$ cat src/rtl/stl_pkg.sv
// Shared types and constants for the script token lexer.
// Token kinds, the token record and the per-byte token group.
// No dependencies.
`timescale 1ns / 1ps

package stl_pkg;

    // Token kinds as seen on the result port
    typedef enum logic [2:0] {
        K_BANG    = 3'd0,
        K_COMMA   = 3'd1,
        K_OPEN    = 3'd2,
        K_CLOSE   = 3'd3,
        K_QUOTED  = 3'd4,
        K_WORD    = 3'd5,
        K_NUMBER  = 3'd6,
        K_INVALID = 3'd7
    } t_kind;

    // One lexed token
    typedef struct packed {
        t_kind       kind;
        logic [31:0] start_offset;
        logic [7:0]  length;
        logic [63:0] number_value;
        logic        overflow;
    } t_token;

    // Most tokens one input byte can close
    localparam int GRP_TOKENS = 3;
    // Token groups held between the lexer and the result side
    localparam int GRP_DEPTH  = 2;

    // All tokens one byte causes, oldest in slot 0
    typedef struct packed {
        logic [1:0]                  cnt;
        t_token [GRP_TOKENS-1:0]     tok;
    } t_group;

    // Magnitude of the most negative 64-bit value
    localparam logic [63:0] MAG_LIMIT = 64'h8000_0000_0000_0000;

endpackage

$ cat src/rtl/stl_front.sv
// Lexer front end: classifies each accepted byte, tracks the open token and
// writes the group of tokens that the byte closes. Depends on stl_pkg.
`timescale 1ns / 1ps

module stl_front import stl_pkg::*; #(
    parameter int MAX_TOKEN   = 128,
    parameter int OFFSET_BITS = 32
) (
    input  logic       i_clk,
    input  logic       i_rst_n,
    input  logic       i_valid,
    input  logic [7:0] i_byte,
    input  logic       i_eos,
    output logic       o_grp_valid,
    output t_group     o_grp
);

    localparam logic [7:0] CH_TAB   = 8'h09;
    localparam logic [7:0] CH_LF    = 8'h0A;
    localparam logic [7:0] CH_CR    = 8'h0D;
    localparam logic [7:0] CH_SPACE = 8'h20;
    localparam logic [7:0] CH_BANG  = 8'h21;
    localparam logic [7:0] CH_QUOTE = 8'h22;
    localparam logic [7:0] CH_OPEN  = 8'h28;
    localparam logic [7:0] CH_CLOSE = 8'h29;
    localparam logic [7:0] CH_PLUS  = 8'h2B;
    localparam logic [7:0] CH_COMMA = 8'h2C;
    localparam logic [7:0] CH_MINUS = 8'h2D;
    localparam logic [7:0] CH_ZERO  = 8'h30;
    localparam logic [7:0] CH_NINE  = 8'h39;
    localparam logic [7:0] CH_UA    = 8'h41;
    localparam logic [7:0] CH_UF    = 8'h46;
    localparam logic [7:0] CH_UX    = 8'h58;
    localparam logic [7:0] CH_UZ    = 8'h5A;
    localparam logic [7:0] CH_LA    = 8'h61;
    localparam logic [7:0] CH_LF_A  = 8'h66;
    localparam logic [7:0] CH_LX    = 8'h78;
    localparam logic [7:0] CH_LZ    = 8'h7A;
    localparam logic [4:0] NO_DIGIT = 5'h1F;
    localparam logic [7:0] LEN_MAX  = 8'(MAX_TOKEN);

    typedef enum logic [5:0] {
        PH_IDLE   = 6'b000001,
        PH_TEXT   = 6'b000010,
        PH_SIGN   = 6'b000100,
        PH_ZERO   = 6'b001000,
        PH_ZEROX  = 6'b010000,
        PH_DIGITS = 6'b100000
    } t_phase;

    typedef enum logic [1:0] {
        BASE_DEC = 2'd0,
        BASE_OCT = 2'd1,
        BASE_HEX = 2'd2
    } t_base;

    typedef struct packed {
        t_phase                 phase;
        logic [OFFSET_BITS-1:0] start;
        logic [7:0]             len;
        logic                   sat;
        logic                   quote;
        logic [63:0]            acc;
        logic                   sign;
        t_base                  base;
        logic                   vover;
        t_kind                  kind;
        logic [OFFSET_BITS-1:0] pend;
    } t_st;

    // Idle lexer with no open token
    localparam t_st ST_RESET = '{
        phase: PH_IDLE, start: '0, len: 8'd0, sat: 1'b0, quote: 1'b0, acc: 64'd0,
        sign: 1'b0, base: BASE_DEC, vover: 1'b0, kind: K_WORD, pend: '0
    };

    // Result of opening a token: new state and an optional one-byte token
    typedef struct packed {
        t_st    st;
        logic   emit;
        t_token tok;
    } t_beg;

    // Result of a byte inside a text token: up to two tokens
    typedef struct packed {
        t_st        st;
        logic [1:0] cnt;
        t_token     t0;
        t_token     t1;
    } t_txt;

    t_st                    r_st, n_st;
    logic [OFFSET_BITS-1:0] r_pos, n_pos;
    logic [1:0]             cnt;
    t_token [GRP_TOKENS-1:0] tk;
    t_beg                   beg;
    t_txt                   txt;
    logic [4:0]             dig;
    logic                   dig_ok;

    function automatic logic f_is_sep(input logic [7:0] c);
        return c == CH_SPACE || c == CH_LF || c == CH_CR || c == CH_TAB;
    endfunction

    function automatic logic f_is_punct(input logic [7:0] c);
        return c == CH_BANG || c == CH_COMMA || c == CH_OPEN || c == CH_CLOSE;
    endfunction

    function automatic t_kind f_punct_kind(input logic [7:0] c);
        t_kind k;
        unique case (c)
            CH_BANG:  k = K_BANG;
            CH_COMMA: k = K_COMMA;
            CH_OPEN:  k = K_OPEN;
            default:  k = K_CLOSE;
        endcase
        return k;
    endfunction

    function automatic logic f_is_letter(input logic [7:0] c);
        return (c >= CH_UA && c <= CH_UZ) || (c >= CH_LA && c <= CH_LZ);
    endfunction

    // Digit value of a hex character, NO_DIGIT otherwise
    function automatic logic [4:0] f_digit(input logic [7:0] c);
        logic [4:0] d;
        d = NO_DIGIT;
        if (c >= CH_ZERO && c <= CH_NINE) begin
            d = 5'(c - CH_ZERO);
        end else if (c >= CH_LA && c <= CH_LF_A) begin
            d = 5'(c - CH_LA) + 5'd10;
        end else if (c >= CH_UA && c <= CH_UF) begin
            d = 5'(c - CH_UA) + 5'd10;
        end
        return d;
    endfunction

    function automatic logic f_fits(input logic [4:0] d, input t_base b);
        logic ok;
        case (b)
            BASE_HEX: ok = !d[4];
            BASE_OCT: ok = d < 5'd8;
            default:  ok = d < 5'd10;
        endcase
        return ok;
    endfunction

    function automatic t_st f_grow(input t_st s);
        t_st r;
        r = s;
        if (s.len < LEN_MAX) begin
            r.len = s.len + 8'd1;
        end else begin
            r.sat = 1'b1;
        end
        return r;
    endfunction

    // Shift in one digit; saturate once the magnitude passes 2^63
    function automatic t_st f_acc(input t_st s, input logic [3:0] d);
        t_st         r;
        logic [67:0] wide;
        logic [67:0] sum;
        r = s;
        case (s.base)
            BASE_HEX: wide = {s.acc, 4'b0};
            BASE_OCT: wide = {1'b0, s.acc, 3'b0};
            default:  wide = {1'b0, s.acc, 3'b0} + {3'b0, s.acc, 1'b0};
        endcase
        sum = wide + 68'(d);
        if (!s.vover) begin
            if (sum > 68'(MAG_LIMIT)) begin
                r.vover = 1'b1;
                r.acc   = MAG_LIMIT;
            end else begin
                r.acc = sum[63:0];
            end
        end
        return r;
    endfunction

    function automatic t_token f_tok_text(input t_st s);
        t_token t;
        t.kind         = s.kind;
        t.start_offset = 32'(s.start);
        t.length       = s.len;
        t.number_value = '0;
        t.overflow     = s.sat;
        return t;
    endfunction

    function automatic t_token f_tok_one(input t_kind k, input logic [OFFSET_BITS-1:0] p);
        t_token t;
        t.kind         = k;
        t.start_offset = 32'(p);
        t.length       = 8'd1;
        t.number_value = '0;
        t.overflow     = 1'b0;
        return t;
    endfunction

    function automatic t_token f_tok_num(input t_st s);
        t_token t;
        logic   ovf;
        ovf = 1'b0;
        if (s.sign) begin
            if (s.vover) begin
                t.number_value = MAG_LIMIT;
                ovf            = 1'b1;
            end else begin
                t.number_value = 64'd0 - s.acc;
            end
        end else begin
            if (s.vover || s.acc >= MAG_LIMIT) begin
                t.number_value = MAG_LIMIT - 64'd1;
                ovf            = 1'b1;
            end else begin
                t.number_value = s.acc;
            end
        end
        t.kind         = K_NUMBER;
        t.start_offset = 32'(s.start);
        t.length       = s.len;
        t.overflow     = ovf || s.sat;
        return t;
    endfunction

    // Open a token at byte c, or emit a one-byte punctuation token
    function automatic t_beg f_begin(input logic [7:0] c, input logic [OFFSET_BITS-1:0] p,
                                     input t_st s);
        t_beg r;
        r.st   = s;
        r.emit = 1'b0;
        r.tok  = f_tok_one(K_BANG, p);
        if (!f_is_sep(c)) begin
            if (f_is_punct(c)) begin
                r.emit = 1'b1;
                r.tok  = f_tok_one(f_punct_kind(c), p);
            end else begin
                r.st.start = p;
                r.st.len   = 8'd1;
                r.st.sat   = 1'b0;
                r.st.quote = 1'b0;
                r.st.acc   = '0;
                r.st.sign  = 1'b0;
                r.st.base  = BASE_DEC;
                r.st.vover = 1'b0;
                if (c == CH_QUOTE) begin
                    r.st.phase = PH_TEXT;
                    r.st.kind  = K_QUOTED;
                    r.st.quote = 1'b1;
                end else if (f_is_letter(c)) begin
                    r.st.phase = PH_TEXT;
                    r.st.kind  = K_WORD;
                end else if (c == CH_PLUS || c == CH_MINUS) begin
                    r.st.phase = PH_SIGN;
                    r.st.sign  = (c == CH_MINUS);
                end else if (c == CH_ZERO) begin
                    r.st.phase = PH_ZERO;
                end else if (c > CH_ZERO && c <= CH_NINE) begin
                    r.st.phase = PH_DIGITS;
                    r.st.acc   = 64'(c - CH_ZERO);
                end else begin
                    r.st.phase = PH_TEXT;
                    r.st.kind  = K_INVALID;
                end
            end
        end
        return r;
    endfunction

    // One byte inside a word, quoted or invalid token
    function automatic t_txt f_text(input logic [7:0] c, input logic [OFFSET_BITS-1:0] p,
                                    input t_st s);
        t_txt r;
        r.st  = s;
        r.cnt = 2'd0;
        r.t0  = f_tok_text(s);
        r.t1  = f_tok_one(f_punct_kind(c), p);
        if (f_is_sep(c)) begin
            r.cnt      = 2'd1;
            r.st.phase = PH_IDLE;
        end else if (f_is_punct(c)) begin
            r.cnt      = 2'd2;
            r.st.phase = PH_IDLE;
        end else begin
            r.st = f_grow(s);
            if (c == CH_QUOTE) begin
                if (s.quote) begin
                    r.cnt      = 2'd1;
                    r.t0       = f_tok_text(r.st);
                    r.st.phase = PH_IDLE;
                end else begin
                    r.st.quote = 1'b1;
                end
            end
        end
        return r;
    endfunction

    // Lex one byte, then close the open token at end of stream
    always_comb begin
        n_st   = r_st;
        n_pos  = r_pos;
        cnt    = 2'd0;
        tk     = '0;
        beg    = '0;
        txt    = '0;
        dig    = f_digit(i_byte);
        dig_ok = f_fits(dig, (r_st.phase == PH_ZERO) ? BASE_OCT : r_st.base);
        if (i_valid) begin
            unique case (r_st.phase)
                PH_TEXT: begin
                    txt   = f_text(i_byte, r_pos, n_st);
                    n_st  = txt.st;
                    tk[0] = txt.t0;
                    tk[1] = txt.t1;
                    cnt   = txt.cnt;
                end
                PH_SIGN: begin
                    if (i_byte == CH_ZERO) begin
                        n_st       = f_grow(n_st);
                        n_st.phase = PH_ZERO;
                    end else if (i_byte > CH_ZERO && i_byte <= CH_NINE) begin
                        n_st       = f_grow(n_st);
                        n_st.acc   = 64'(dig);
                        n_st.phase = PH_DIGITS;
                    end else begin
                        n_st.phase = PH_TEXT;
                        n_st.kind  = K_INVALID;
                        txt        = f_text(i_byte, r_pos, n_st);
                        n_st       = txt.st;
                        tk[0]      = txt.t0;
                        tk[1]      = txt.t1;
                        cnt        = txt.cnt;
                    end
                end
                PH_ZERO, PH_DIGITS: begin
                    if (r_st.phase == PH_ZERO && (i_byte == CH_LX || i_byte == CH_UX)) begin
                        n_st.phase = PH_ZEROX;
                        n_st.pend  = r_pos;
                    end else if (dig_ok) begin
                        n_st = f_grow(n_st);
                        if (r_st.phase == PH_ZERO) begin
                            n_st.base = BASE_OCT;
                        end
                        n_st       = f_acc(n_st, dig[3:0]);
                        n_st.phase = PH_DIGITS;
                    end else begin
                        tk[0]      = f_tok_num(n_st);
                        cnt        = 2'd1;
                        n_st.phase = PH_IDLE;
                        beg        = f_begin(i_byte, r_pos, n_st);
                        n_st       = beg.st;
                        tk[1]      = beg.tok;
                        if (beg.emit) begin
                            cnt = 2'd2;
                        end
                    end
                end
                PH_ZEROX: begin
                    if (!dig[4]) begin
                        n_st       = f_grow(f_grow(n_st));
                        n_st.base  = BASE_HEX;
                        n_st       = f_acc(n_st, dig[3:0]);
                        n_st.phase = PH_DIGITS;
                    end else begin
                        // number ends at the zero; the x restarts as a word
                        tk[0]      = f_tok_num(n_st);
                        n_st.phase = PH_IDLE;
                        beg        = f_begin(CH_LX, r_st.pend, n_st);
                        txt        = f_text(i_byte, r_pos, beg.st);
                        n_st       = txt.st;
                        tk[1]      = txt.t0;
                        tk[2]      = txt.t1;
                        cnt        = 2'd1 + txt.cnt;
                    end
                end
                default: begin
                    beg   = f_begin(i_byte, r_pos, n_st);
                    n_st  = beg.st;
                    tk[0] = beg.tok;
                    if (beg.emit) begin
                        cnt = 2'd1;
                    end
                end
            endcase

            n_pos = r_pos + OFFSET_BITS'(1);

            // close the pending token at end of stream
            if (i_eos) begin
                unique case (n_st.phase)
                    PH_TEXT: begin
                        tk[cnt] = f_tok_text(n_st);
                        cnt     = cnt + 2'd1;
                    end
                    PH_SIGN: begin
                        n_st.kind = K_INVALID;
                        tk[cnt]   = f_tok_text(n_st);
                        cnt       = cnt + 2'd1;
                    end
                    PH_ZERO, PH_DIGITS: begin
                        tk[cnt] = f_tok_num(n_st);
                        cnt     = cnt + 2'd1;
                    end
                    PH_ZEROX: begin
                        tk[0] = f_tok_num(n_st);
                        tk[1] = f_tok_one(K_WORD, n_st.pend);
                        cnt   = 2'd2;
                    end
                    default: begin
                    end
                endcase
                n_st.phase = PH_IDLE;
                n_pos      = '0;
            end
        end
    end

    assign o_grp_valid = i_valid && (cnt != 2'd0);
    assign o_grp.cnt   = cnt;
    assign o_grp.tok   = tk;

    // Hold lexer state and stream offset
    always_ff @(posedge i_clk) begin
        if (!i_rst_n) begin
            r_st  <= ST_RESET;
            r_pos <= '0;
        end else begin
            r_st  <= n_st;
            r_pos <= n_pos;
        end
    end

endmodule

$ cat src/rtl/stl_grp_queue.sv
// Short queue of token groups between the lexer and the result side.
// Depends on stl_pkg.
`timescale 1ns / 1ps

module stl_grp_queue import stl_pkg::*; (
    input  logic   i_clk,
    input  logic   i_rst_n,
    input  logic   i_push,
    input  t_group i_data,
    input  logic   i_pop,
    output logic   o_full,
    output logic   o_empty,
    output t_group o_head
);

    localparam int PTR_W = (GRP_DEPTH > 1) ? $clog2(GRP_DEPTH) : 1;
    localparam int CNT_W = $clog2(GRP_DEPTH + 1);
    localparam logic [PTR_W-1:0] PTR_LAST = PTR_W'(GRP_DEPTH - 1);
    localparam logic [CNT_W-1:0] CNT_FULL = CNT_W'(GRP_DEPTH);

    t_group           r_mem [GRP_DEPTH];
    logic [PTR_W-1:0] r_wr, r_rd;
    logic [CNT_W-1:0] r_count;
    logic             do_pop;

    assign o_full  = (r_count == CNT_FULL);
    assign o_empty = (r_count == '0);
    assign o_head  = r_mem[r_rd];
    assign do_pop  = i_pop && !o_empty;

    // Store a written group
    always_ff @(posedge i_clk) begin
        if (i_push) begin
            r_mem[r_wr] <= i_data;
        end
    end

    // Advance pointers and fill count
    always_ff @(posedge i_clk) begin
        if (!i_rst_n) begin
            r_wr    <= '0;
            r_rd    <= '0;
            r_count <= '0;
        end else begin
            if (i_push) begin
                r_wr <= (r_wr == PTR_LAST) ? '0 : r_wr + PTR_W'(1);
            end
            if (do_pop) begin
                r_rd <= (r_rd == PTR_LAST) ? '0 : r_rd + PTR_W'(1);
            end
            if (i_push && !do_pop) begin
                r_count <= r_count + CNT_W'(1);
            end else if (!i_push && do_pop) begin
                r_count <= r_count - CNT_W'(1);
            end
        end
    end

`ifndef SYNTH
    a_no_push_full: assert property (@(posedge i_clk) disable iff (!i_rst_n)
        i_push |-> !o_full)
        else $error("group written into a full queue");

    a_push_nonempty: assert property (@(posedge i_clk) disable iff (!i_rst_n)
        i_push |-> (i_data.cnt != 2'd0))
        else $error("empty token group written");

    a_ptr_match: assert property (@(posedge i_clk) disable iff (!i_rst_n)
        (o_empty || o_full) |-> (r_wr == r_rd))
        else $error("queue pointers disagree with fill count");
`endif

endmodule

$ cat src/rtl/stl_back.sv
// Result side: walks the tokens of the head group one request at a time
// and marks the last token of each group. Depends on stl_pkg.
`timescale 1ns / 1ps

module stl_back import stl_pkg::*; (
    input  logic   i_clk,
    input  logic   i_rst_n,
    input  t_group i_head,
    input  logic   i_head_valid,
    input  logic   i_pop,
    output logic   o_empty,
    output t_token o_tok,
    output logic   o_last,
    output logic   o_deq
);

    logic [1:0] r_idx;
    logic [1:0] n_idx;

    assign o_empty = !i_head_valid;
    assign o_tok   = i_head.tok[r_idx];
    assign o_last  = (r_idx == i_head.cnt - 2'd1);
    assign o_deq   = i_pop && i_head_valid && o_last;

    // Step through the group; restart when it is released
    always_comb begin
        n_idx = r_idx;
        if (i_pop && i_head_valid) begin
            n_idx = o_last ? 2'd0 : r_idx + 2'd1;
        end
    end

    always_ff @(posedge i_clk) begin
        if (!i_rst_n) begin
            r_idx <= 2'd0;
        end else begin
            r_idx <= n_idx;
        end
    end

`ifndef SYNTH
    a_idx_range: assert property (@(posedge i_clk) disable iff (!i_rst_n)
        i_head_valid |-> (r_idx < i_head.cnt))
        else $error("token index past end of group");

    a_idx_idle: assert property (@(posedge i_clk) disable iff (!i_rst_n)
        !i_head_valid |-> (r_idx == 2'd0))
        else $error("token index left set with no group waiting");

    a_idx_step: assert property (@(posedge i_clk) disable iff (!i_rst_n)
        (i_pop && i_head_valid && !o_last) |=> (r_idx == $past(r_idx) + 2'd1))
        else $error("token index did not advance on request");
`endif

endmodule

$ cat src/rtl/script_token_lexer.sv
// Script token lexer: stream of bytes in, stream of tokens out.
// Depends on stl_pkg, stl_front, stl_grp_queue and stl_back.
//
// Usage:
//   Input is a queue port: drive i_byte_in / i_end_of_stream with push; a
//   byte is taken on a clock edge with push high and full low. Set
//   i_end_of_stream on the last byte to close the open token; offsets
//   restart at zero for the next stream.
//   Output is a queue port: while empty is low the oldest token sits on the
//   o_ ports; it is taken on an edge with pop high. o_last_of_run marks the
//   last token caused by one input byte.
// Path: the tokens a byte closes are registered in the group queue (one
//   register stage) and reach the o_ ports once older tokens are popped.
// Throughput: one byte per cycle on input while full is low. Each byte
//   closes zero to three tokens, delivered one per cycle while pop is high;
//   the two-entry group queue lets the lexer keep taking bytes while tokens
//   wait, and full rises only once two groups are waiting.
// Reset: synchronous, active low; lexer idle, offset zero, queue empty.
// Stall: when pop stays low tokens hold on the outputs, the queue fills and
//   full holds off further bytes; no token is dropped.
`timescale 1ns / 1ps

module script_token_lexer import stl_pkg::*; #(
    parameter int MAX_TOKEN   = 128,
    parameter int OFFSET_BITS = 32
) (
    input  logic               i_clk,
    input  logic               i_rst_n,
    input  logic               push,
    output logic               full,
    input  logic [7:0]         i_byte_in,
    input  logic               i_end_of_stream,
    output logic               empty,
    input  logic               pop,
    output logic [2:0]         o_kind,
    output logic [31:0]        o_start_offset,
    output logic [7:0]         o_length,
    output logic signed [63:0] o_number_value,
    output logic               o_overflow,
    output logic               o_last_of_run
);

    logic   accept;
    logic   grp_valid;
    t_group grp;
    t_group head;
    logic   q_empty;
    logic   deq;
    t_token tok;

    assign accept = push && !full;

    // Lex bytes into token groups
    stl_front #(
        .MAX_TOKEN   (MAX_TOKEN),
        .OFFSET_BITS (OFFSET_BITS)
    ) u_front (
        .i_clk       (i_clk),
        .i_rst_n     (i_rst_n),
        .i_valid     (accept),
        .i_byte      (i_byte_in),
        .i_eos       (i_end_of_stream),
        .o_grp_valid (grp_valid),
        .o_grp       (grp)
    );

    // Buffer groups between the two sides
    stl_grp_queue u_queue (
        .i_clk   (i_clk),
        .i_rst_n (i_rst_n),
        .i_push  (grp_valid),
        .i_data  (grp),
        .i_pop   (deq),
        .o_full  (full),
        .o_empty (q_empty),
        .o_head  (head)
    );

    // Deliver tokens one request at a time
    stl_back u_back (
        .i_clk        (i_clk),
        .i_rst_n      (i_rst_n),
        .i_head       (head),
        .i_head_valid (!q_empty),
        .i_pop        (pop),
        .o_empty      (empty),
        .o_tok        (tok),
        .o_last       (o_last_of_run),
        .o_deq        (deq)
    );

    assign o_kind         = tok.kind;
    assign o_start_offset = tok.start_offset;
    assign o_length       = tok.length;
    assign o_number_value = signed'(tok.number_value);
    assign o_overflow     = tok.overflow;

endmodule

$ cat config.mk
export PLATFORM = sky130hd
export DESIGN_NAME = script_token_lexer
export DESIGN_NICKNAME = d
export VERILOG_FILES = /design/src/rtl/stl_pkg.sv /design/src/rtl/stl_front.sv /design/src/rtl/stl_grp_queue.sv /design/src/rtl/stl_back.sv /design/src/rtl/script_token_lexer.sv
export SDC_FILE = /design/constraint.sdc
export NUM_CORES = 2
export LEC_CHECK = 0
export BUFFER_PORTS_ARGS = -buffer_cell sky130_fd_sc_hd__buf_2
export CORE_MARGIN = 5
export CORE_UTILIZATION = 60
export DETAILED_ROUTE_END_ITERATION = 10
export PLACE_DENSITY = 0.81
export SETUP_SLACK_MARGIN = 0.5
export SYNTH_ARGS = -nofsm -noshare
export SYNTH_HDL_FRONTEND = slang
export SYNTH_SLANG_ARGS = --single-unit
export TNS_END_PERCENT = 30
$ cat constraint.sdc
create_clock -name i_clk -period 32.4 [get_ports i_clk]
set_input_delay 3.24 -clock i_clk [delete_from_list [all_inputs] [get_ports i_clk]]
set_output_delay 3.24 -clock i_clk [all_outputs]
set_load 0.02 [all_outputs]
# Word-level counts from Yosys, hierarchy flattened
# Memories as Yosys holds them, arrays and structs flattened. A register that Yosys moved wholly into a read port is not among the register bits.
# Cells that the tools add are included.
[totals]
register_bits = 189
elab_cells = 346
mem_bits_rw = 652
out_inout_bits = 111
mem_count = 1
inputBits = 13
[memory_table]
columns = ["memory", "depth", "width", "rd", "rd_ports_with_merged_regs", "write_ports", "line_no", "source"]
rows = [
  ["u_queue.r_mem", 2, 326, 1, 1, 1, "stl_grp_queue.sv:21", "t_group r_mem [GRP_DEPTH];"],
]
[op_classes]
muxes = 192
reduce_logical = 44
addsub = 23
n_lt_le_gt_ge = 21
eq_ne = 49
[ops]
columns = ["op", "count"]
rows = [
  ["$mux W109", 14],
  ["$mux W108", 12],
  ["$mux W64", 16],
  ["$bwmux W324", 3],
  ["$mux W216", 4],
  ["$pmux W108 S4", 2],
  ["$pmux W216 S4", 1],
  ["$mux W119", 7],
  ["$mux W113", 7],
  ["$mux W151", 5],
  ["$mux W324", 2],
  ["$pmux W151 S4", 1],
  ["$mux W68", 7],
  ["$pmux W108 S3", 1],
  ["$mux W323", 1],
  ["$bmux W108 S2", 1],
  ["$demux W108 S2", 1],
  ["$add A68 B4 Y68", 2],
  ["$gt A68 B64 Y1 const B", 2],
  ["$pmux W68 S2", 1],
  ["$mux W65", 2],
  ["$ge A64 B64 Y1 const B", 2],
  ["$sub A1 B64 Y64 const A", 2],
  ["$mux W6", 17],
  ["other kinds (54)", 216],
]

# Longest topological paths before layout
[depth]
ltp_word = 37
depth_mapped = 46
mapped_depth_nobuf = 33

# Cells and area by module
# From an unflattened synthesis, not the netlist that was laid out.
[hier_totals]
hier_cells = 6204
hier_area_um2 = 57541.4
[by_module_without_submodules]
columns = ["mod", "cells_each", "area_each_um2", "n_inst", "seq_area_each_um2"]
rows = [
  ["stl_front", 4787, 30867.1, 1, 3663.5],
  ["stl_grp_queue", 1036, 24275.8, 1, 19678.9],
  ["stl_back", 379, 2381.0, 1, 40.0],
  ["script_token_lexer", 2, 17.5, 1, 0.0],
]

# Least setup slack after synthesis
# No wires, ideal clock.
[synth_path]
path_kind = "input to register"
start = "input i_byte_in[1]"
end = "memory u_queue.r_mem[0][0] (netlist bit) (enable)"
path_buffers = 4
arrival_ns = 22.934
cell_stages = 21
setup_time_ns = 1.060
required_time_ns = 31.340
slack_ns = 8.407
cell_sequence = "clkbuf_1 -> inv_1 -> ha_1 -> or4b_2 -> a311oi_1 -> a21oi_1 -> o21ai_1 -> o22a_1 -> a311o_1 -> clkbuf_1 -> clkbuf_1 -> a21oi_1 -> o41ai_1 -> xor2_1 -> nor3_1 -> or3_1 -> clkbuf_1 -> o21ai_1 -> a221oi_1 -> or2_2 -> nor2b_1"
[synth_lines]
columns = ["item", "line_no", "source"]
rows = [
  ["start, declared", "script_token_lexer.sv:31", "input logic [7:0] i_byte_in,"],
  ["end, declared", "stl_grp_queue.sv:21", ""],
]

==> impl_metrics.toml <==
[worst_setup_path]
r2r_start = "u_front.r_st[145]$_SDFFE_PN1P_"
cp_max_fo = 15
worstSetupPathType = "input pin to flip-flop"
crit_path_max_incr_delay_ns = 0.74
worstPathArrival_ns = 14.06
cp-end-kind = "flip-flop"
slowest_stage = "or4_1"
required_ns = 32.75
r2r_slack_ns = 21.27
crit_path_start_kind = "input pin"
r2r_end = "u_queue.r_mem[1][249]$_DFFE_PP_"
ff2ff_path_depth = 28

[floorplanning]
row_count = 112
fp.coreArea_sq_mm = 0.09291
boundaryPins = 124
die_w_um = 315.3
die_y_um = 315.3
die_area_sq_mm = 0.09944
start_util = 0.6021

[grt]
grt_pass1_vias = 49570
grt_util_met2 = 0.5590
grt_util_all_layers = 0.3954
top_usage_layer = "met1"
met3_usage = 0.1308
antenna_found_initial = 11
grt_util_met1 = 0.5680
grt_pass1_wl_um = 305900
gr-total-overflow = 0
grt_max_degree = 108

[cts]
holdBufCountCts = 0
clock-sinks = 842
numCtsBuffers = 84
cts_resized = 0
ctsHtreeMaxLevel = 3
insertion_delay_ns = 0.67
root_buffer = "clkbuf_16"
tritoncts = "built"
postCtsSetupBuffers = 0
cts_buffer_depth = 3
clk_pin_slew_ns = 0.08

[yosys]
synth_area_per_cell_sq_um = 9.074
synth_simple_gate_area_frac = 0.1760
synthFlopType = "edfxtp_1"
synth_edf_count = 652
synth_mux_area_frac = 0.06940
yosysSeqAreaShare = 0.4180
synth-seq-cells = 842
synth_compound_area_frac = 0.2412
async_reset_ff_frac = 0
synth_fa_ha_area_frac = 0.01995
synth_area_leaders = "edfxtp_1, dfxtp_1, a21oi_1, nor2_1, mux4_2"
synth.top_cell.area_share = 0.3500
synth_top_family_by_area = "compound AO/OA/AOI/OAI gates"
synth_top_area_cell = "edfxtp_1"
syn_inst = 6165
ys.warnings.count = 0
syn_area_sq_mm = 0.05594
synth_nets = 6266
synthXorXnorAreaFrac = 0.02380
yosysUniqueCellTypes = 105

[final_layout]
final_cell_mix = "edfxtp_1, nor2_1, nand2_1"
instances_no_fill = 7299
final_nets = 6067
fin_util = 0.6491
final_common_cell = "edfxtp_1"
drive_above_1_share = 0.1085
synthToLayoutAreaGrowth_pct = 7.811

[pwr]
ir_drop_mv = 0.04453
power_frac_seq = 0.386
p_comb_frac = 0.315
power_mw = 3.480
p_per_area_mw_per_mm2 = 57.70
clock_power_share = 0.299
internal-power_mw = 2.230
leakagePower_nw = 19.96
switching_power_mw = 1.250
swShare = 0.3591

[placement]
io_buffers = 123
dp_slack_ns = 18.44
hpwlAfterDp_um = 139900
gp_congestion = 1.085
dp_cells = 7134

[timing]
setup_viol = 0
hold_violations = 0
tightest_slew_ns = 1.287
fmax_ghz = 0.07295
post-route-period-util = 0.4231
fin_crit_ns = 13.71
fin_skew_ns = 0.03515
fin_setup_tns_ns = 0
rsz0062_at_grt = "false"
maxSlewHeadroom = 0.1400
slew_viol_final = 0
fin_ws_ns = 18.69

[worst_hold_path]
hp-class = "flip-flop to flip-flop"
worstHoldStart = "u_front.r_st[37]$_SDFFE_PN0P_"
whs_endpoint = "u_front.r_st[37]$_SDFFE_PN0P_"
hold-path-cell-count = 2

[detailed_routing]
wl_um = 206200
via_per_inst = 7.446
num_vias = 54350
wire_per_inst_um = 28.25
drc = 0
drt_iter0_markers = 10950
drt-pass1-iter-count = 11
drtAntennaViolNets = 0

[job]
max-cap-violations = 0

[outcome]
status = "completed"
synthesized netlist by cell type (all sizes together) (37+ instances only):
master,number
o21a,37
nand4,77
a221oi,143
mux2i,137
nor2b,46
a211oi,188
and3,54
o22ai,189
clkbuf,463
edfxtp,652
o211ai,50
inv,173
nor4,56
or3,58
buf,110
nor3,197
nand2b,39
xor2,80
and2,48
xnor2,72
o31ai,41
nand3,154
nor2,653
nand2,539
a21oi,515
mux4,108
a22o,46
o21ai,295
dfxtp,190
a22oi,61
ha,86
a21o,54
a31oi,105
per-layer routing:
metal  share of wire  up-vias
met5         0.00023        -
met4           0.047        8
met3            0.16      715
met2            0.41     4698
met1            0.38    25670
li1                -    23260
worst max path at each step:
| stage | from | endpoint | slack [ns] |
|---|---|---|---|
| final | i_byte_in[1] | u_queue.r_mem[1][249]$_DFFE_PP_ | 18.69 |
| after global routing | i_byte_in[1] | u_queue.r_mem[0][249]$_DFFE_PP_ | 18.19 |
| after CTS | i_byte_in[1] | u_queue.r_mem[0][249]$_DFFE_PP_ | 19.10 |
| after detailed placement | i_byte_in[1] | u_queue.r_mem[0][249]$_DFFE_PP_ | 18.44 |
| after global placement | i_byte_in[1] | u_queue.r_mem[0][27]$_DFFE_PP_ | 18.91 |
| after floorplan | i_byte_in[1] | u_queue.r_mem[0][0]$_DFFE_PP_ | 8.41 |
cell families after synthesis:
family                   after synthesis
AND/OR/NAND/NOR                     2068
AO/OA/AOI/OAI                       2016
flip-flops                           842
buffers and inverters                747
multiplexers                         252
XOR/XNOR                             152
adder cells (fa/ha/maj)               88
final cells by class:
type | count | area (sq um)
Multi-Input combinational cell | 4576 | 29860
Inverter | 174 | 655.6
Sequential cell | 842 | 23400
Tap cell | 1254 | 1569
Clock buffer | 108 | 2303
Timing Repair Buffer | 288 | 1867
Fill cell | 7251 | 32600
Antenna cell | 7 | 17.52
Clock inverter | 50 | 634.4
metrics by stage:
step / area (sq um) / hold slack [ns]
after global routing: 60300 / 0.5139
after global placement: 57350 / 0.4625
after floorplan: 55940 / 0.4499
final: 60310 / 0.4850
after detailed placement: 57350 / 0.4674
after CTS: 60290 / 0.4818
flip-flops by register name, indices dropped and copies added (netlist names), named ones only:
name             flops
u_front.r_pos       32
u_queue.r_wr         1
u_front.r_st       151
u_queue.r_count      2
u_back.r_idx         2
u_queue.r_rd         1
u_queue.r_mem      652
power groups by stage:
stage	logic [mW]	clock network (mW)	registers, mW
finish	1.10	1.04	1.34
global route	1.15	1.09	1.35
CTS	1.06	1.04	1.34
detailed placement	1.05	0	1.36
global placement	1.03	0	1.35
floorplan	0.738	0	1.37
worst max-delay path, delay by kind of cell:
family,cells,cell delay [ns]
compound gates,10,3.45
xor+xnor,1,0.20
fa+ha+maj,4,1.07
buf+inv,4,0.71
mux,1,0.17
simple gates,14,5.20
Note: power is estimated with default switching activity, not from simulation.
